===== src/rtl/core/hrar_pkg.sv =====
`timescale 1ns / 1ps
// Package for the HEX record address range scanner.
// Record type codes, status codes, reset values and the staged item type.
// No dependencies.
package hrar_pkg;

	localparam int unsigned TypeW = 8;
	localparam int unsigned AddrW = 16;
	localparam int unsigned LenW  = 8;
	localparam int unsigned ByteW = 8;
	localparam int unsigned StatW = 2;
	localparam int unsigned WordW = 32;

	localparam logic [TypeW-1:0] REC_DATA          = 8'd0;
	localparam logic [TypeW-1:0] REC_EOF           = 8'd1;
	localparam logic [TypeW-1:0] REC_SEGMENT       = 8'd2;
	localparam logic [TypeW-1:0] REC_START_SEGMENT = 8'd3;
	localparam logic [TypeW-1:0] REC_LINEAR        = 8'd4;

	localparam logic [StatW-1:0] ST_OK            = 2'd0;
	localparam logic [StatW-1:0] ST_PREMATURE_EOF = 2'd1;
	localparam logic [StatW-1:0] ST_UNKNOWN_TYPE  = 2'd2;

	localparam logic [WordW-1:0] MIN_RESET = '1;
	localparam logic [WordW-1:0] MAX_RESET = '0;
	localparam logic [WordW-1:0] OFS_RESET = '0;

	// Segment records shift the 16-bit paragraph by four, linear ones by 16.
	localparam int unsigned SegShift = 4;
	localparam int unsigned LinShift = 16;

	typedef struct packed {
		logic [TypeW-1:0] record_type;
		logic [AddrW-1:0] record_address;
		logic [LenW-1:0]  record_length;
		logic [ByteW-1:0] data_high;
		logic [ByteW-1:0] data_low;
		logic             set_last;
	} rec_t;

endpackage


===== src/rtl/core/hrar_if.sv =====
`timescale 1ns / 1ps
// Channel interfaces: decoded HEX records in, scan results out.
// Depends on hrar_pkg for field widths.
interface hrar_rec_if
	import hrar_pkg::*;
();
	logic             valid;
	logic             ready;
	logic [TypeW-1:0] record_type;
	logic [AddrW-1:0] record_address;
	logic [LenW-1:0]  record_length;
	logic [ByteW-1:0] data_high;
	logic [ByteW-1:0] data_low;
	logic             set_last;

	modport source (output valid, record_type, record_address, record_length,
		data_high, data_low, set_last, input ready);
	modport sink (input valid, record_type, record_address, record_length,
		data_high, data_low, set_last, output ready);
endinterface

interface hrar_res_if
	import hrar_pkg::*;
();
	logic             valid;
	logic             ready;
	logic [StatW-1:0] scan_status;
	logic [WordW-1:0] lowest_address;
	logic [WordW-1:0] highest_end;

	modport source (output valid, scan_status, lowest_address, highest_end,
		input ready);
	modport sink (input valid, scan_status, lowest_address, highest_end,
		output ready);
endinterface


===== src/rtl/core/hrar_stage.sv =====
`timescale 1ns / 1ps
// Input register of the scanner: captures one record per cycle while the scan side advances.
// Depends on hrar_pkg and hrar_rec_if.
module hrar_stage
	import hrar_pkg::*;
(
	input  logic        clk,
	input  logic        arst_n,
	hrar_rec_if.sink    rec,
	input  logic        advance,
	output logic        valid_s1,
	output rec_t        item_s1
);

	always_comb begin
		rec.ready = !valid_s1 || advance;
	end

	always_ff @(posedge clk or negedge arst_n) begin
		if (!arst_n) begin
			valid_s1 <= 1'b0;
		end else if (rec.ready) begin
			valid_s1 <= rec.valid;
		end
	end

	always_ff @(posedge clk) begin
		if (rec.ready && rec.valid) begin
			item_s1.record_type    <= rec.record_type;
			item_s1.record_address <= rec.record_address;
			item_s1.record_length  <= rec.record_length;
			item_s1.data_high      <= rec.data_high;
			item_s1.data_low       <= rec.data_low;
			item_s1.set_last       <= rec.set_last;
		end
	end

endmodule


===== src/rtl/core/hrar_scan.sv =====
`timescale 1ns / 1ps
// Scan state (offset, min, max, error) and the result register.
// Depends on hrar_pkg and hrar_res_if.
module hrar_scan
	import hrar_pkg::*;
(
	input  logic        clk,
	input  logic        arst_n,
	input  logic        valid_s1,
	input  rec_t        item_s1,
	output logic        advance,
	hrar_res_if.source  res
);

	logic [WordW-1:0] base_q;
	logic [WordW-1:0] min_q;
	logic [WordW-1:0] max_q;
	logic [StatW-1:0] err_q;
	logic             out_valid_q;

	logic [WordW-1:0] addr;
	logic [WordW-1:0] rec_end;
	logic [WordW-1:0] base_nx;
	logic [WordW-1:0] min_nx;
	logic [WordW-1:0] max_nx;
	logic [StatW-1:0] err_nx;
	logic             go;
	logic             emit;

	// A record that gives no result never waits on the output side.
	assign advance = valid_s1 && (!item_s1.set_last || !out_valid_q || res.ready);
	assign go      = advance;
	assign emit    = go && item_s1.set_last;

	assign addr    = base_q + {{(WordW-AddrW){1'b0}}, item_s1.record_address};
	assign rec_end = addr + {{(WordW-LenW){1'b0}}, item_s1.record_length};

	always_comb begin
		base_nx = base_q;
		min_nx  = min_q;
		max_nx  = max_q;
		err_nx  = err_q;
		if (err_q == ST_OK) begin
			if (addr < min_q) begin
				min_nx = addr;
			end
			case (item_s1.record_type)
				REC_DATA: begin
					if (rec_end > max_q) begin
						max_nx = rec_end;
					end
				end
				REC_EOF: begin
					if (!item_s1.set_last) begin
						err_nx = ST_PREMATURE_EOF;
					end
				end
				REC_SEGMENT: begin
					base_nx = {{(WordW-2*ByteW-SegShift){1'b0}},
						item_s1.data_high, item_s1.data_low, {SegShift{1'b0}}};
				end
				REC_LINEAR: begin
					base_nx = {item_s1.data_high, item_s1.data_low, {LinShift{1'b0}}};
				end
				REC_START_SEGMENT: begin
				end
				default: begin
					err_nx = ST_UNKNOWN_TYPE;
				end
			endcase
		end
	end

	always_ff @(posedge clk or negedge arst_n) begin
		if (!arst_n) begin
			base_q <= OFS_RESET;
			min_q  <= MIN_RESET;
			max_q  <= MAX_RESET;
			err_q  <= ST_OK;
		end else if (go) begin
			if (item_s1.set_last) begin
				base_q <= OFS_RESET;
				min_q  <= MIN_RESET;
				max_q  <= MAX_RESET;
				err_q  <= ST_OK;
			end else begin
				base_q <= base_nx;
				min_q  <= min_nx;
				max_q  <= max_nx;
				err_q  <= err_nx;
			end
		end
	end

	always_ff @(posedge clk or negedge arst_n) begin
		if (!arst_n) begin
			out_valid_q <= 1'b0;
		end else if (emit) begin
			out_valid_q <= 1'b1;
		end else if (res.ready) begin
			out_valid_q <= 1'b0;
		end
	end

	always_ff @(posedge clk) begin
		if (emit) begin
			res.scan_status    <= err_nx;
			res.lowest_address <= min_nx;
			res.highest_end    <= max_nx;
		end
	end

	assign res.valid = out_valid_q;

`ifndef SYNTHESIS
	a_reset_after_last: assert property (@(posedge clk) disable iff (!arst_n)
		emit |=> (base_q == OFS_RESET && min_q == MIN_RESET && max_q == MAX_RESET
			&& err_q == ST_OK))
		else $error("scan state not cleared after last record");
	a_frozen_on_error: assert property (@(posedge clk) disable iff (!arst_n)
		(go && !item_s1.set_last && err_q != ST_OK) |=>
			($stable(base_q) && $stable(min_q) && $stable(max_q) && $stable(err_q)))
		else $error("state changed after an error");
	a_result_from_last: assert property (@(posedge clk) disable iff (!arst_n)
		$rose(out_valid_q) |-> $past(emit))
		else $error("result without a last record");
	a_no_overwrite: assert property (@(posedge clk) disable iff (!arst_n)
		(out_valid_q && !res.ready) |-> !emit)
		else $error("pending result overwritten");
`endif

endmodule


===== src/rtl/core/hex_record_address_range_top.sv =====
`timescale 1ns / 1ps
// Top level of the HEX record address range scanner.
// Depends on hrar_pkg, hrar_if, hrar_stage and hrar_scan.
//
//  channel | dir | handshake   | payload
//  --------+-----+-------------+------------------------------------------------
//  rec     | in  | valid/ready | record_type, record_address, record_length,
//          |     |             | data_high, data_low, set_last
//  res     | out | valid/ready | scan_status, lowest_address, highest_end
//
// One record per cycle while no result is stalled; a record is taken into the input
// register, and its result is then captured in the result register.
// Reset clears the offset, error and valid flags; minimum resets to all ones.
// A stalled result holds only records marked last; other records keep flowing.
module hex_record_address_range_top
	import hrar_pkg::*;
(
	input  logic        clk,
	input  logic        arst_n,
	hrar_rec_if.sink    rec,
	hrar_res_if.source  res
);

	logic valid_s1;
	rec_t item_s1;
	logic advance;

	hrar_stage u_stage (
		.clk      (clk),
		.arst_n   (arst_n),
		.rec      (rec),
		.advance  (advance),
		.valid_s1 (valid_s1),
		.item_s1  (item_s1)
	);

	hrar_scan u_scan (
		.clk      (clk),
		.arst_n   (arst_n),
		.valid_s1 (valid_s1),
		.item_s1  (item_s1),
		.advance  (advance),
		.res      (res)
	);

endmodule

===== src/flat_wrapper.sv =====
// flat-port wrapper written by rule: the top's interface ports become plain ports
module hex_record_address_range_top_flat import hrar_pkg::*;
  (clk, arst_n, rec_valid, rec_record_type, rec_record_address, rec_record_length, rec_data_high, rec_data_low, rec_set_last, rec_ready, res_valid, res_scan_status, res_lowest_address, res_highest_end, res_ready);
  hrar_rec_if rec_i ();
  hrar_res_if res_i ();
  input  logic clk;
  input  logic arst_n;
  input wire logic [$bits(rec_i.valid)-1:0] rec_valid;
  input wire logic [$bits(rec_i.record_type)-1:0] rec_record_type;
  input wire logic [$bits(rec_i.record_address)-1:0] rec_record_address;
  input wire logic [$bits(rec_i.record_length)-1:0] rec_record_length;
  input wire logic [$bits(rec_i.data_high)-1:0] rec_data_high;
  input wire logic [$bits(rec_i.data_low)-1:0] rec_data_low;
  input wire logic [$bits(rec_i.set_last)-1:0] rec_set_last;
  output wire logic [$bits(rec_i.ready)-1:0] rec_ready;
  output wire logic [$bits(res_i.valid)-1:0] res_valid;
  output wire logic [$bits(res_i.scan_status)-1:0] res_scan_status;
  output wire logic [$bits(res_i.lowest_address)-1:0] res_lowest_address;
  output wire logic [$bits(res_i.highest_end)-1:0] res_highest_end;
  input wire logic [$bits(res_i.ready)-1:0] res_ready;
  assign rec_i.valid = rec_valid;
  assign rec_i.record_type = rec_record_type;
  assign rec_i.record_address = rec_record_address;
  assign rec_i.record_length = rec_record_length;
  assign rec_i.data_high = rec_data_high;
  assign rec_i.data_low = rec_data_low;
  assign rec_i.set_last = rec_set_last;
  assign rec_ready = rec_i.ready;
  assign res_valid = res_i.valid;
  assign res_scan_status = res_i.scan_status;
  assign res_lowest_address = res_i.lowest_address;
  assign res_highest_end = res_i.highest_end;
  assign res_i.ready = res_ready;
  hex_record_address_range_top u_core (.clk(clk), .arst_n(arst_n), .rec(rec_i), .res(res_i));
endmodule

===== config.mk =====
export PLATFORM = sky130hd
export DESIGN_NAME = hex_record_address_range_top_flat
export DESIGN_NICKNAME = d
export VERILOG_FILES = /design/src/rtl/core/hrar_pkg.sv /design/src/rtl/core/hrar_if.sv /design/src/rtl/core/hrar_stage.sv /design/src/rtl/core/hrar_scan.sv /design/src/rtl/core/hex_record_address_range_top.sv /design/src/flat_wrapper.sv
export SDC_FILE = /design/constraint.sdc
export NUM_CORES = 1
export LEC_CHECK = 0
export BUFFER_PORTS_ARGS = -buffer_cell sky130_fd_sc_hd__buf_2
export CORE_UTILIZATION = 60
export CTS_BUF_LIST = sky130_fd_sc_hd__clkbuf_8
export DETAILED_ROUTE_END_ITERATION = 7
export HOLD_SLACK_MARGIN = 0.15
export PLACE_DENSITY = 0.78
export RECOVER_POWER = 25
export REMOVE_ABC_BUFFERS = 1
export SLEW_MARGIN = 20
export SYNTH_ARGS = -nofsm -noshare
export SYNTH_HDL_FRONTEND = slang
export SYNTH_SLANG_ARGS = --single-unit
export TNS_END_PERCENT = 10

===== constraint.sdc =====
create_clock -name clk -period 13.4 [get_ports clk]
set_clock_uncertainty 0.15 [all_clocks]
set_input_delay 3.35 -clock clk [delete_from_list [all_inputs] [get_ports clk]]
set_output_delay 3.35 -clock clk [all_outputs]
set_load 0.05 [all_outputs]

==> results.yml, run 1 <==
run_status:
  status: "complete, but fails checks"
  violations: "max-capacitance violations, max-slew violations"
global_routing:
  antenna_found_initial: 0
  track_usage: 0.274
  grt_pass1_wl_mm: 43.5
  grt_max_degree: 67
  grt.overflow.total: 0
  grt_pass1_vias: 8751
power:
  pwr-share-seq: 0.433
  p_sw_frac: 0.318
  vdd_drop_max_mv: 0.108
  power.net_switching_mw: 0.597
  leakage_nw: 5.83
  power.share.combinational: 0.239
  clkPwrFrac: 0.328
  intPower_mw: 1.28
  power.density_mw_per_mm2: 140
timing:
  finalHoldViolCount: 0
  fin_setup_tns_ns: 0
  report.final.slew_viol_count: 101
  max_freq_ghz: 0.134
  tightest_slew_ns: 3.02
  setup_slack_ns: 5.96
  fin_hold_ws_ns: 0.335
  finalSetupViolCount: 0
  finalCritPeriodShare: 0.555
  post-route-min-period_ns: 7.44
  max_slew_margin: -1.01
  rsz0062_at_grt: "false"
synth:
  synthFlopType: "edfxtp_1"
  synth_compound_area_frac: 0.158
  synth_fa_ha_area_frac: 0.0912
  synth_edf_count: 115
  async_reset_ff_frac: 0.455
  ys_types: 74
  yosysSeqAreaShare: 0.498
  avgSynthCellArea_um2: 10.8
  synth_top_family_by_area: "compound AO/OA/AOI/OAI gates"
  synthMuxAreaShare: 0.0362
  syn_area_mm2: 0.0118
  synth.yosys.warnings: 0
  synth_cells: 1100
  yosys.area_share.simple: 0.133
  synth_xor_area_frac: 0.0396
  synth_seq_cells: 211
die:
  io_pins: 121
  die_w_um: 142
  num_rows: 50
  core-area_mm2: 0.0190
  die_y_um: 142
  start_util: 0.622
  dieArea_mm2: 0.0203
detailed_routing:
  drtIter0Drc: 781
  drc_errors: 0
  via_count: 9098
  wl_mm: 26.7
  wl_per_cell_um: 17.7
  dr.pass1.iters: 6
  vias_per_cell: 6.03
  drtAntennaViolNets: 0
place:
  gp_congestion: 0.916
  dpl-instance-area_mm2: 0.0127
  dp_slack_ns: 5.96
  port_buffers: 120
  dp_hpwl_mm: 18.4
run:
  maxCapViolCount: 2
cells_and_area:
  drive_above_1_share: 0.226
  regArea_mm2: 0.00590
  utilization: 0.706
  fillers: 1447
  final_nets: 1359
  multi_input_comb_area_mm2: 0.00543
  num_antenna_cells: 0
  design_area_mm2: 0.0134
  synthToLayoutAreaGrowth_pct: 13.6
critical_path:
  cp_slowest_cell: "buf_2"
  worst_setup_path_start_kind: "input pin"
  crit_arrival_ns: 3.94
  cp.buffers_inverters: 2
  critPathKind: "in2out"
  crit_chain: "clkbuf_1, nand4b_1, buf_2"
  max_stage_delay_ns: 0.29
  cp-end-kind: "output pin"
  path_max_fanout: 3
  critPathTopFamily: "buffers and inverters"
  worst_ep_required_time_ns: 9.90
clock_network:
  path_clk_slew_ns: 0.06
  clk_latency_ns: 0.53
  ctsLongestPathBuffers: 3
  clock-sinks: 211
  htreeDepth: 2
  cts_root_buffer: "clkbuf_8"
  cts_tree: "done"
  cts_buffers: 36
  holdBufCountCts: 0
  postCtsSetupRepairBufs: 0
  ctsResizeCount: 0
worst_hold_path:
  worstHoldPathType: "reg2reg"
worst paths after layout:
check                                           endpoint  slack, ns  depth (start not counted)                startpoint
max in group asynchronous       u_core.u_scan.base_q[13]       7.58                          2                    arst_n
min in group asynchronous         u_core.u_scan.max_q[0]       3.65                          1                    arst_n
worst max register to register   u_core.u_scan.max_q[11]       6.63                         20   u_core.u_scan.base_q[4]
worst min register to register  u_core.u_scan.base_q[15]       0.34                          2  u_core.u_scan.base_q[15]
worst max-delay path                           rec_ready       5.96                          3                 res_ready
worst min-delay path            u_core.u_scan.base_q[15]       0.34                          2  u_core.u_scan.base_q[15]
placed cells by master (no fill, tap or decap), types with 17 or more instances in the layout:
cell type / netlist / final
buf_2: 0 / 117
edfxtp_1: 115 / 115
inv_1: 84 / 88
nand2_1: 85 / 85
ha_1: 83 / 83
nor2_1: 69 / 69
dfrtp_1: 64 / 64
o21ai_0: 55 / 54
a21oi_1: 53 / 53
mux2_2: 38 / 38
clkbuf_8: 0 / 38
nor3_1: 34 / 34
dfstp_2: 32 / 32
xnor2_1: 28 / 28
nor4_1: 26 / 26
a22o_1: 26 / 26
o31ai_1: 25 / 25
a311oi_1: 23 / 23
nand4_1: 21 / 21
xor2_1: 18 / 18
a21o_1: 17 / 17
worst reg2reg max path, stage by stage, from the launching register on:
cell and delay [ns]:
dfrtp_1 0.38, ha_1 0.25, fa_1 0.40, a21o_1 0.22, a221oi_2 0.40, nor3_1 0.15
o2111a_1 0.28, xor2_1 0.55, nand4_2 0.30, nand4b_1 0.34, nor4_1 0.60, nor2_1 0.10
ha_1 0.35, nand4_1 0.10, or2_2 0.37, nor3_1 0.21, a21oi_1 0.17, o211ai_1 0.32
buf_4 0.40, mux2_2 0.40, a22o_1 0.20
Yosys cell counts (18+ instances only):
library cell	instances	area share
xnor2_1	28	0.021
edfxtp_1	115	0.29
nor3_1	34	0.014
xor2_1	18	0.013
nand2_1	85	0.027
dfrtp_1	64	0.14
inv_1	84	0.027
a22o_1	26	0.019
o31ai_1	25	0.016
nor2_1	69	0.022
clkbuf_1	47	0.015
mux2_2	38	0.036
nand4_1	21	0.011
a311oi_1	23	0.017
nor4_1	26	0.014
o21ai_0	55	0.023
a21oi_1	53	0.022
dfstp_2	32	0.071
ha_1	83	0.088
cell families after synthesis:
group / Yosys count
AO/OA/AOI/OAI: 270
XOR/XNOR: 50
adder cells (fa/ha/maj): 85
buffers and inverters: 136
flip-flops: 211
multiplexers: 38
AND/OR/NAND/NOR: 310
area by class of cell:
cell class,count,area share
clock buffers,38,0.0389
repair buffers,134,0.0520
clock inverters,28,0.0184
inverters,85,0.0237
well taps,260,0.0242
multi-input cells,753,0.404
flip-flops and latches,211,0.439
sequential cells by signal, summed over array words and instances (netlist names):
name	cells
u_core.u_scan.err_q	2
u_core.u_scan.max_q	32
u_core.u_scan.res.valid	1
u_core.u_scan.min_q	32
u_core.u_stage.valid_s1	1
u_core.u_scan.res.scan_status	2
u_core.u_scan.res.lowest_address	32
u_core.u_scan.res.highest_end	32
u_core.u_scan.base_q	28
u_core.u_stage.item_s1	49
per-layer routing:
metal	global-route usage	vias up	wire, µm
li1	-	4352	-
met1	0.372	4346	11900
met2	0.445	354	12600
met3	0.0400	46	1630
met4	0.110	0	665
met5	0	-	0
through the flow:
step	instances	power, mW
3_5_place_dp	1443	1.26
2_1_floorplan	1049	1.14
3_3_place_gp	1442	1.25
6_report	1509	1.88
4_1_cts	1509	1.88
5_1_grt	1509	1.97
power by group through the flow:
stage	clock network, mW	registers, mW	logic (mW)
after floorplan	0	0.867	0.274
after global placement	0	0.820	0.429
after detailed placement	0	0.823	0.438
after CTS	0.628	0.811	0.443
after global routing	0.654	0.821	0.495
final	0.615	0.813	0.448
No activity file was read; power rests on OpenSTA's default activity.
==> run 2: changes to the inputs <==
==> constraint.sdc (replaced) <==
create_clock -name clk -period 7.7 [get_ports clk]
set_clock_uncertainty 0.15 [all_clocks]
set_input_delay 1.925 -clock clk [delete_from_list [all_inputs] [get_ports clk]]
set_output_delay 1.925 -clock clk [all_outputs]
set_load 0.05 [all_outputs]
==> results.yml, run 2 (synthesized netlist as in run 1, its figures left out) <==
timing:
  rsz0062_at_grt: "false"
  tightest_slew_ns: 2.94
  finalHoldViolCount: 0
  finalSetupViolCount: 0
  fin_setup_tns_ns: 0
  setup_slack_ns: 1.41
  finalCritPeriodShare: 0.817
  report.final.slew_viol_count: 149
  max_freq_ghz: 0.159
  post-route-min-period_ns: 6.29
  max_slew_margin: -0.958
die:
  core-area_mm2: 0.0190
  die_y_um: 142
  start_util: 0.622
  num_rows: 50
  die_w_um: 142
  io_pins: 121
  dieArea_mm2: 0.0203
clock_network:
  holdBufCountCts: 0
  cts_tree: "done"
  path_clk_slew_ns: 0.06
  cts_buffers: 36
  ctsLongestPathBuffers: 3
  postCtsSetupRepairBufs: 0
  clock-sinks: 211
  cts_root_buffer: "clkbuf_8"
  clk_latency_ns: 0.55
  htreeDepth: 2
  ctsResizeCount: 0
detailed_routing:
  via_count: 9030
  vias_per_cell: 5.99
  wl_per_cell_um: 18.0
  dr.pass1.iters: 5
  drc_errors: 0
  drtIter0Drc: 795
  drtAntennaViolNets: 0
  wl_mm: 27.2
critical_path:
  max_stage_delay_ns: 0.61
  path_max_fanout: 18
  cp_slowest_cell: "nor4_1"
  crit_arrival_ns: 6.55
  crit_chain: "ha_1, fa_1, xor2_1, ha_1, or4_1, o21ai_0, a211oi_1, o21ai_0, or2_2, nor2_1, nand4b_1, nor4_1, nor2_1, ha_1, nand4_1, or2_2, nor3_1, a21oi_1, o211ai_1, buf_4, mux2_2, a22o_1"
  rr_endpoint: "u_core.u_scan.max_q[16]"
  worst_ep_required_time_ns: 7.96
  r2r_slack_ns: 1.41
  path_common_cell: "ha_1"
  reg2reg_from: "u_core.u_scan.base_q[4]"
  critPathKind: "reg2reg"
  crit_path_start: "u_core.u_scan.base_q[4]"
  cp-end-kind: "flop"
  worst_setup_path_start_kind: "flop"
  r2r_cells: 22
cells_and_area:
  fin_cells: 1508
  regMostFlops: "u_core.u_stage.item_s1"
  largest_register_ffs: 49
  synthToLayoutAreaGrowth_pct: 13.0
  fillers: 1462
  utilization: 0.703
  num_antenna_cells: 0
  drive_above_1_share: 0.224
  multi_input_comb_area_mm2: 0.00543
  final_cell_mix: "118 x buf_2, 115 x edfxtp_1, 90 x inv_1"
  layout_commonest_cell: "buf_2"
  final_nets: 1358
  regArea_mm2: 0.00590
worst_hold_path:
  worstHoldPathType: "reg2reg"
  worstHoldStart: "u_core.u_scan.base_q[22]"
  hold_path_end: "u_core.u_scan.base_q[22]"
  holdPathStages: 2
place:
  dp_slack_ns: 1.52
  port_buffers: 120
  placed_cells: 1442
  dp_hpwl_mm: 18.9
  gp_congestion: 0.950
run_status:
  status: "complete, but fails checks"
  violations: "max-capacitance violations, max-slew violations"
global_routing:
  grt.overflow.total: 0
  grt_max_degree: 54
  grt_pass1_wl_mm: 43.3
  track_usage: 0.276
  grt_pass1_vias: 8588
  antenna_found_initial: 0
power:
  power.density_mw_per_mm2: 238
  p_total_mw: 3.19
  leakage_nw: 5.81
  vdd_drop_max_mv: 0.217
run:
  maxCapViolCount: 3
[run 2: worst max path at each step]
stage / end / slack [ns] / cells after the start
after CTS: u_core.u_scan.max_q[16] / 1.50 / 20
final: u_core.u_scan.max_q[16] / 1.41 / 22
after floorplan: u_core.u_scan.max_q[10] / 1.08 / 21
after detailed placement: u_core.u_scan.max_q[11] / 1.52 / 20
after global placement: u_core.u_scan.max_q[10] / 1.72 / 22
after global routing: u_core.u_scan.max_q[31] / 0.81 / 2
[run 2: layer usage]
| metal | up-vias | wire (µm) | global-route usage |
|---|---|---|---|
| met1 | 4277 | 12300 | 0.383 |
| met3 | 52 | 1710 | 0.0441 |
| met4 | 0 | 687 | 0.110 |
| met2 | 351 | 12500 | 0.436 |
| met5 | - | 0 | 0 |
| li1 | 4350 | - | - |
[run 2: critical path: cells and delay by family, from the launching register on]
family                   cells  cell delay (ns)
XOR/XNOR                     1             0.33
flip-flops                   1             0.39
AO/OA/AOI/OAI                6             1.01
adder cells (fa/ha/maj)      4             1.33
AND/OR/NAND/NOR              9             2.25
buffers and inverters        1             0.30
multiplexers                 1             0.38
[run 2: final cells by class]
type                            instances  area share
Clock buffer                           38      0.0391
Clock inverter                         28      0.0133
Inverter                               85      0.0239
Multi-Input combinational cell        753       0.406
Sequential cell                       211       0.441
Tap cell                              260      0.0243
Timing Repair Buffer                  133      0.0518
[run 2: per-stage QoR]
step                hold slack [ns]  cell area (µm²)
floorplan                     0.299            11600
global placement              0.318            12700
detailed placement            0.324            12700
CTS                           0.338            13400
global route                  0.357            13400
finish                        0.336            13400
[run 2: where the power goes]
group,internal (mW),switching (mW)
Sequential,1.35,0.0653
Combinational,0.274,0.510
Clock,0.528,0.459
==> run 3: changes to the inputs <==
--- a/config.mk
+++ b/config.mk
@@ -5,6 +5,7 @@
 export SDC_FILE = /design/constraint.sdc
 export NUM_CORES = 1
 export LEC_CHECK = 0
+export ABC_AREA = 1
 export BUFFER_PORTS_ARGS = -buffer_cell sky130_fd_sc_hd__buf_2
 export CORE_UTILIZATION = 60
 export CTS_BUF_LIST = sky130_fd_sc_hd__clkbuf_8
==> constraint.sdc (replaced) <==
create_clock -name clk -period 6.5 [get_ports clk]
set_clock_uncertainty 0.15 [all_clocks]
set_input_delay 1.625 -clock clk [delete_from_list [all_inputs] [get_ports clk]]
set_output_delay 1.625 -clock clk [all_outputs]
set_load 0.05 [all_outputs]
==> results.yml, run 3 <==
critical_path:
  worst_setup_path_start_kind: "flop"
  reg2reg_from: "u_core.u_scan.base_q[4]"
  crit_path_start: "u_core.u_scan.base_q[4]"
  crit_arrival_ns: 5.74
  cp_slowest_cell: "inv_1"
  cp-end-kind: "flop"
  worst_ep_required_time_ns: 6.74
  critPathKind: "reg2reg"
  path_common_cell: "nand2_1"
  critPathTopFamily: "simple AND/OR/NAND/NOR gates"
  path_max_fanout: 20
  cp.buffers_inverters: 1
  max_stage_delay_ns: 0.49
place:
  dpl-instance-area_mm2: 0.0134
  dp_hpwl_mm: 22.3
  gp_congestion: 0.936
  port_buffers: 120
  dp_slack_ns: 1.07
cells_and_area:
  final_nets: 1763
  largest_register_ffs: 49
  num_antenna_cells: 0
  layout_commonest_cell: "nand2_1"
  synthToLayoutAreaGrowth_pct: 12.6
  drive_above_1_share: 0.178
  design_area_mm2: 0.0141
  regMostFlops: "u_core.u_stage.item_s1"
  final_cell_mix: "396 x nand2_1, 248 x inv_1, 136 x nand3_1"
  fillers: 1655
synth:
  yosysSeqAreaShare: 0.471
  ys_top_cells_by_count: "396 x nand2_1, 237 x inv_1, 136 x nand3_1"
  synth_edf_count: 115
  synth_cells: 1491
  syn_area_mm2: 0.0125
  synthTopCellsByArea: "edfxtp_1 28%, dfrtp_1 13%, nand2_1 12%"
  synth_seq_cells: 211
  synth.largest_area_cell: "edfxtp_1"
  synthFlopType: "edfxtp_1"
  async_reset_ff_frac: 0.455
  yosys.area.top_type_share: 0.276
  synth.yosys.warnings: 0
  ys_types: 47
  avgSynthCellArea_um2: 8.39
  yosysMostFrequentCell: "nand2_1"
detailed_routing:
  wl_per_cell_um: 15.8
  wl_mm: 30.3
  vias_per_cell: 5.43
  drtAntennaViolNets: 0
  drc_errors: 0
  drtIter0Drc: 656
  dr.pass1.iters: 5
  via_count: 10400
worst_hold_path:
  worstHoldPathType: "reg2reg"
  worstHoldStart: "u_core.u_scan.max_q[28]"
global_routing:
  track_usage: 0.294
  grt_pass1_vias: 10200
  antenna_found_initial: 0
  grt_pass1_wl_mm: 49.4
  grt_max_degree: 69
  grt.overflow.total: 0
timing:
  report.final.slew_viol_count: 99
  finalCritPeriodShare: 0.846
  post-route-min-period_ns: 5.50
  rsz0062_at_grt: "false"
  finalSetupViolCount: 0
  fin_hold_ws_ns: 0.331
  max_freq_ghz: 0.182
  max_slew_margin: -0.475
  finalHoldViolCount: 0
  fin_setup_tns_ns: 0
  setup_slack_ns: 1.00
  tightest_slew_ns: 2.21
clock_network:
  clock-sinks: 211
  postCtsSetupRepairBufs: 0
  ctsResizeCount: 0
  holdBufCountCts: 0
  htreeDepth: 2
  cts_root_buffer: "clkbuf_8"
  clk_latency_ns: 0.54
  cts_tree: "done"
  path_clk_slew_ns: 0.06
  ctsLongestPathBuffers: 3
  cts_buffers: 36
die:
  num_rows: 52
  start_util: 0.614
  die_w_um: 146
  core-area_mm2: 0.0204
  die_y_um: 146
  dieArea_mm2: 0.0214
  io_pins: 121
run_status:
  violations: "max-capacitance violations, max-slew violations"
  status: "complete, but fails checks"
run:
  maxCapViolCount: 2
power:
  vdd_drop_max_mv: 0.191
  leakage_nw: 6.99
  power.density_mw_per_mm2: 267
  p_total_mw: 3.75
## run 3: cell types whose count changed after synthesis, sizes merged, moves of 24 or more
cell	delta
mux2	-38
o21ai	+47
inv	+158
nand3	+126
nor3	-27
o31ai	-25
nand2	+352
xnor2	-28
a22o	-25
a311oi	-24
## run 3: area by class of cell
type	count	area [µm²]	share of cell area
flip-flops and latches	211	5900	0.419
repair buffers	130	671	0.0476
inverters	242	908	0.0645
clock buffers	41	564	0.0401
multi-input cells	1004	5570	0.396
clock inverters	25	133	0.00942
well taps	270	338	0.0240
## run 3: kinds of logic after synthesis
kind of cell,count (synthesis),synth area share
buffers and inverters,276,0.0838
AO/OA/AOI/OAI,190,0.0845
XOR/XNOR,20,0.0140
flip-flops,211,0.471
AND/OR/NAND/NOR,709,0.260
adder cells (fa/ha/maj),85,0.0862
## run 3: where the power goes
group | switching, mW | internal [mW] | total, mW
Combinational | 0.683 | 0.281 | 0.964
Sequential | 0.0555 | 1.57 | 1.63
Clock | 0.544 | 0.618 | 1.16
Total | 1.28 | 2.47 | 3.75
## run 3: worst reg2reg max path, delay by kind of cell, from the launching register on
family,cells,cell delay (ns)
simple gates,21,2.47
fa+ha+maj,4,1.34
buf+inv,1,0.49
flops,1,0.39
compound gates,2,0.33
xor+xnor,1,0.21
## run 3: worst paths after layout
path	slack, ns	cells past startpoint	end
max	1.00	29	u_core.u_scan.max_q[1]
min	0.33	2	u_core.u_scan.max_q[28]
max reg2reg	1.00	29	u_core.u_scan.max_q[1]
min reg2reg	0.33	2	u_core.u_scan.max_q[28]
max in group asynchronous	2.12	2	u_core.u_scan.max_q[26]
min in group asynchronous	1.59	1	u_core.u_scan.base_q[8]
## run 3: metrics by stage
stage,std cells,util
final,1923,0.692
after global routing,1923,0.692
after CTS,1923,0.691
after detailed placement,1857,0.657
after global placement,1857,0.657
after floorplan,1457,-
## run 3: routing by layer
metal	global-route usage	routed length, µm	share of wire
met5	0	0	0
met4	0.147	1250	0.041
met3	0.0466	2020	0.067
met2	0.476	13900	0.46
met1	0.386	13100	0.43
